--- config.mk ---
export PLATFORM = sky130hd
export DESIGN_NAME = gn2_ram
export DESIGN_NICKNAME = d
export VERILOG_FILES = /design/src/gradient_noise_2d_macros.svh /design/src/gn2_ram.sv
export SDC_FILE = /design/constraint.sdc
export NUM_CORES = 2
export LEC_CHECK = 0
export ABC_CLOCK_PERIOD_IN_PS = 3900
export BUFFER_PORTS_ARGS = -buffer_cell sky130_fd_sc_hd__buf_4
export CORE_ASPECT_RATIO = 1.1
export CORE_MARGIN = 2
export CORE_UTILIZATION = 50
export CTS_CLUSTER_DIAMETER = 120
export DETAILED_ROUTE_END_ITERATION = 8
export PLACE_DENSITY = 0.65
export SLEW_MARGIN = 30
export SYNTH_ARGS = -nofsm -noshare
export SYNTH_HDL_FRONTEND = slang
export SYNTH_SLANG_ARGS = --single-unit
--- constraint.sdc ---
create_clock -name clk -period 3.9 [get_ports clk]
set_clock_uncertainty 0.15 [all_clocks]
set_input_delay 0.78 -clock clk [delete_from_list [all_inputs] [get_ports clk]]
set_output_delay 0.78 -clock clk [all_outputs]
set_load 0.02 [all_outputs]
--- src/gradient_noise_2d_macros.svh ---
// Assertion macros for the gradient noise block.
`ifndef GRADIENT_NOISE_2D_MACROS_SVH
`define GRADIENT_NOISE_2D_MACROS_SVH

`ifndef SYNTH
`define GN2_CHECK(label, ante, cons) \
	label: assert property (@(posedge clk) disable iff (!arst_n) (ante) |-> (cons)) \
		else $error("gn2 check failed");
`define GN2_CHECK_NEXT(label, ante, cons) \
	label: assert property (@(posedge clk) disable iff (!arst_n) (ante) |=> (cons)) \
		else $error("gn2 check failed");
`else
`define GN2_CHECK(label, ante, cons)
`define GN2_CHECK_NEXT(label, ante, cons)
`endif

`endif

--- src/gn2_ram.sv ---
// Generic RAM: one write port, two registered read ports.
module gn2_ram #(
	parameter int WIDTH = 8,
	parameter int DEPTH = 256
) (
	input  logic                     clk,
	input  logic                     we,
	input  logic [$clog2(DEPTH)-1:0] waddr,
	input  logic [WIDTH-1:0]         wdata,
	input  logic [$clog2(DEPTH)-1:0] raddr_a,
	input  logic [$clog2(DEPTH)-1:0] raddr_b,
	output logic [WIDTH-1:0]         rdata_a,
	output logic [WIDTH-1:0]         rdata_b
);

	logic [WIDTH-1:0] mem_q [DEPTH];
	logic [WIDTH-1:0] rdata_a_q;
	logic [WIDTH-1:0] rdata_b_q;

	// read returns the old word on a same-cycle write
	always_ff @(posedge clk) begin
		if (we) begin
			mem_q[waddr] <= wdata;
		end
		rdata_a_q <= mem_q[raddr_a];
		rdata_b_q <= mem_q[raddr_b];
	end

	assign rdata_a = rdata_a_q;
	assign rdata_b = rdata_b_q;

endmodule

---- Word level (Yosys, flattened, before mapping) ----
Memory sizes are Yosys's and may differ from the RTL's. A register that Yosys moved wholly into a read port is not among the register bits.
Cells that the tools add are included.
cells by class
  multipliers ............................. 0
  reduce and logical (&&, ||, !) cells .... 0
  add/subtract/negate cells ............... 0
  mux-type cells .......................... 2
  bitwise operators ....................... 0
  shifts and indexed selects .............. 0
  divide/modulo/power cells ............... 0
  order comparisons ....................... 0
  eq/ne operators ......................... 0
operators by type and width
  operator          number
  1-bit 2-to-1 mux  2
word-level totals
  register bits after elaboration ......... 0
  input bits .............................. 34
  ROM bits ................................ 0
  latch bits .............................. 0
  memory bits (writable) .................. 2048
  memories ................................ 1
memories
  memory  depth  bits a word  read ports  clocked after memory_dff  wr ports  RTL line       source
  mem_q   256    8            2           2                         1         gn2_ram.sv:16  logic [WIDTH-1:0] mem_q [DEPTH];

---- Logic depth before layout (Yosys ltp) ----
  depth in word-level cells ............... 2
  depth in mapped cells ................... 12
  mapped depth without buffers ............ 6

---- Worst setup path after synthesis ----
No wires, ideal clock.
  path kind ............................... input port to flip-flop
  from .................................... input port raddr_b[0]
  to ...................................... register rdata_b_q[0] (netlist: rdata_b[0]) (read register of mem_q)
  buffers on the path ..................... 3
  setup slack ............................. 0.929 ns
  library setup time ...................... 0.140 ns
  arrival time ............................ 2.681 ns
  required time ........................... 3.610 ns
  stages on the path ...................... 9
  path through ............................ buf_4 > buf_6 > buf_2 > mux4_2 > mux4_2 > nand2_1 > a21oi_1 > a21oi_1 > a221oi_2
RTL lines
  what         RTL line       source
  from (decl)  gn2_ram.sv:11  input logic [$clog2(DEPTH)-1:0] raddr_b,
  to (decl)    gn2_ram.sv:18  logic [WIDTH-1:0] rdata_b_q;

==> impl_metrics.env <==
export IMPL_dieArea_um2=197000
export IMPL_start_util_pct=50.3
export IMPL_yosys_cell_types_count=65
export IMPL_rsz0062_at_grt="false"
export IMPL_via_count=57600
export IMPL_cp_start_kind="input pin"
export IMPL_gr_total_overflow=0
export IMPL_place_hpwl_um=213000
export IMPL_finalCriticalPeriod_ps=3410
export IMPL_hold_class="in -> reg"
export IMPL_drive_gt1_share_pct=39.7
export IMPL_drt_iter0_drc=8740
export IMPL_clockBufferDepth=3
export IMPL_grt_max_degree=127
export IMPL_reg2reg_depth=7
export IMPL_synth_top_area_share_pct=63.4
export IMPL_async_flop_share_pct=0
export IMPL_startpoint="raddr_a[0]"
export IMPL_vias_per_cell=7.00
export IMPL_max_stage_delay_ps=550
export IMPL_placed_cells=7825
export IMPL_max_slew_margin_rel_pct=25.8
export IMPL_antenna_found_initial=21
export IMPL_die_height_um=466
export IMPL_numCtsBuffers=208
export IMPL_reg2reg_slack_ps=950
export IMPL_cp_top_family="compound AO/OA/AOI/OAI gates"
export IMPL_post_cts_buffers=0
export IMPL_cts_resized_gates=0
export IMPL_wl_per_cell_um=38.0
export IMPL_syn_area_um2=97000
export IMPL_critPathMaxFanout=21
export IMPL_endpoint="rdata_a[4]$_DFF_P_"
export IMPL_synth_cells=4847
export IMPL_wl_um=312000
export IMPL_total_power_w=0.0501
export IMPL_cts_tree="yes"
export IMPL_cp_arrival_ps=3970
export IMPL_n_fill_cell=14200
export IMPL_max_freq_mhz=293
export IMPL_h_tree_depth=4
export IMPL_holdBufCountCts=0
export IMPL_ir_drop_v=0.000404
export IMPL_antenna_left=0
export IMPL_synth_main_ff_cell="edfxtp_1"
export IMPL_grt_pass1_wl_um=439000
export IMPL_critPathKind="in -> reg"
export IMPL_finalSetupViolations=0
export IMPL_cp_cell_sequence="buf_8 > buf_12 > buf_12 > buf_12 > mux4_2 > o22ai_1 > o31ai_1 > a211oi_1 > buf_4 > nor4_1"
export IMPL_cp_slowest_cell="a211oi_1"
export IMPL_final_period_utilization_pct=87.4
export IMPL_synth_top_cell_by_area="edfxtp_1"
export IMPL_maxCapViolations=0
export IMPL_layout_nets=5506
export IMPL_yosys_register_bits=2064
export IMPL_outcome="finished clean"
export IMPL_endpoint_kind="flip-flop"
export IMPL_reg2reg_from="mem_q[94][4]$_DFFE_PP_"
export IMPL_path_depth=10
export IMPL_utilization_pct=58.1
export IMPL_powerDensity_nw_per_um2=447
export IMPL_groute_usage_overall_pct=31.8
export IMPL_num_io_pins=50
export IMPL_cpMostUsedCell="buf_12"
export IMPL_cts_root_buf="clkbuf_16"
export IMPL_drt_pass1_iter_count=6
export IMPL_clkTransAtPathRegs_ps=70
export IMPL_avgSynthCellArea_um2=20.0
export IMPL_grt_pass1_vias=57300
export IMPL_final_cells=8224
export IMPL_synth_nets=4881
export IMPL_rows=169
export IMPL_portBuffers=49
export IMPL_clock_sinks=2064
export IMPL_worst_pin_slew_ps=1110
export IMPL_worst_path_buf_inv=5
export IMPL_core_um2=193000
export IMPL_drc=0
export IMPL_yosysWarnings=0
export IMPL_crit_required_ps=4460
export IMPL_synth_edff_count=2048
export IMPL_gp_congestion=0.963
export IMPL_leakagePower_nw=36.4
export IMPL_die_w_um=424
export IMPL_clk_insertion_delay_late_ps=870
export IMPL_yosys_top_cells_area="edfxtp_1, mux4_2, mux2i_1, nor2_1, o221ai_1"
export IMPL_slew_viol_final=0
export IMPL_ys_seq_area_share_pct=63.7
export IMPL_areaGrowthSynthToFinish_pct=15.6
export IMPL_r2r_end="rdata_a[4]$_DFF_P_"
export IMPL_finalHoldViolCount=0
## layout by cell type, fill, tap and decap left out, types with 22 or more instances in the layout
| cell | count |
|---|---|
| a22o_1 | 22 |
| nor2b_1 | 26 |
| nor2_1 | 298 |
| mux2_2 | 38 |
| a221oi_1 | 32 |
| o221ai_1 | 65 |
| clkbuf_1 | 43 |
| mux4_2 | 1051 |
| a21oi_1 | 79 |
| o21ai_0 | 33 |
| mux2i_1 | 236 |
| edfxtp_1 | 2048 |
| bufinv_16 | 30 |
| o22ai_1 | 48 |
| a22oi_1 | 62 |
| clkinv_2 | 29 |
| clkbuf_16 | 212 |
| nand2_1 | 114 |
| buf_12 | 89 |
| a211oi_1 | 28 |
| buf_4 | 704 |
| nand3_1 | 46 |
| clkinv_1 | 31 |
## report_power, final
| part | switching, W | internal (W) | leakage (nW) |
|---|---|---|---|
| clock network | 0.00876 | 0.0122 | 3.41 |
| registers | 0.000107 | 0.0245 | 18.5 |
| logic | 0.00272 | 0.00190 | 14.4 |
## state kept, by name (all words and copies together), names as in the netlist
name     flops
mem_q     2048
rdata_a      8
rdata_b      8
## stage by stage
stage	instance area [um^2]	worst slack, ps	hold WS [ps]	setup TNS [ps]
2_1_floorplan	97000	929	666	0
3_3_place_gp	105000	-335	845	-673
3_5_place_dp	105000	-374	898	-724
4_1_cts	112000	534	274	0
5_1_grt	112000	488	201	0
6_report	112000	491	221	0
## how the worst min path moves through the flow
| stage | start | to | cells after the start |
|---|---|---|---|
| 2_1_floorplan | mem_q[44][6]$_DFFE_PP_ | rdata_a[6]$_DFF_P_ | 6 |
| 3_3_place_gp | mem_q[188][7]$_DFFE_PP_ | rdata_b[7]$_DFF_P_ | 4 |
| 3_5_place_dp | mem_q[188][7]$_DFFE_PP_ | rdata_b[7]$_DFF_P_ | 4 |
| 4_1_cts | wdata[1] | mem_q[226][1]$_DFFE_PP_ | 1 |
| 5_1_grt | wdata[4] | mem_q[236][4]$_DFFE_PP_ | 1 |
| 6_report | wdata[5] | mem_q[57][5]$_DFFE_PP_ | 1 |
## metal layers
| layer | global-route usage (%) | vias up | wire, um |
|---|---|---|---|
| li1 | - | 22300 | - |
| met3 | 7.86 | 770 | 36800 |
| met1 | 42.8 | 30400 | 112000 |
| met4 | 15.2 | 20 | 17800 |
| met5 | 0 | - | 136 |
| met2 | 49.2 | 4034 | 145000 |
## Yosys cell counts (7+ instances only)
cell	number
a211oi_1	28
a21oi_1	79
a221o_1	10
a221oi_1	32
a22o_1	22
a22oi_1	62
a2bb2oi_1	9
and2_1	12
buf_1	25
buf_12	8
buf_2	104
buf_4	42
buf_6	44
buf_8	35
clkbuf_1	137
dfxtp_1	16
edfxtp_1	2048
mux2_2	38
mux2i_1	236
mux4_2	1051
nand2_1	114
nand2b_1	11
nand3_1	52
nand4_1	13
nor2_1	298
nor2b_1	27
nor3_1	21
nor3b_1	7
nor4_1	7
o211ai_1	13
o21ai_0	34
o221ai_1	65
o22ai_1	48
o31ai_1	11
## cells by family (layout without fill, tap and decap cells)
group,after synthesis,after routing,share of synthesized area [%]
simple gates,591,591,2.70
buf+inv,401,1203,2.73
compound gates,466,466,3.54
other cells,0,10,0
mux,1325,1325,27.3
flops,2064,2064,63.7
## area by class of cell
type	instances	area (um^2)	area share (%)
well taps	2565	3210	2.86
flip-flops and latches	2064	61800	55.2
clock inverters	122	1510	1.35
repair buffers	810	7330	6.54
multi-input cells	2382	32500	29.0
clock buffers	265	5600	5.00
inverters	6	26.3	0.0234
diodes	10	25.0	0.0223
Power figures use the tool's default switching activity.
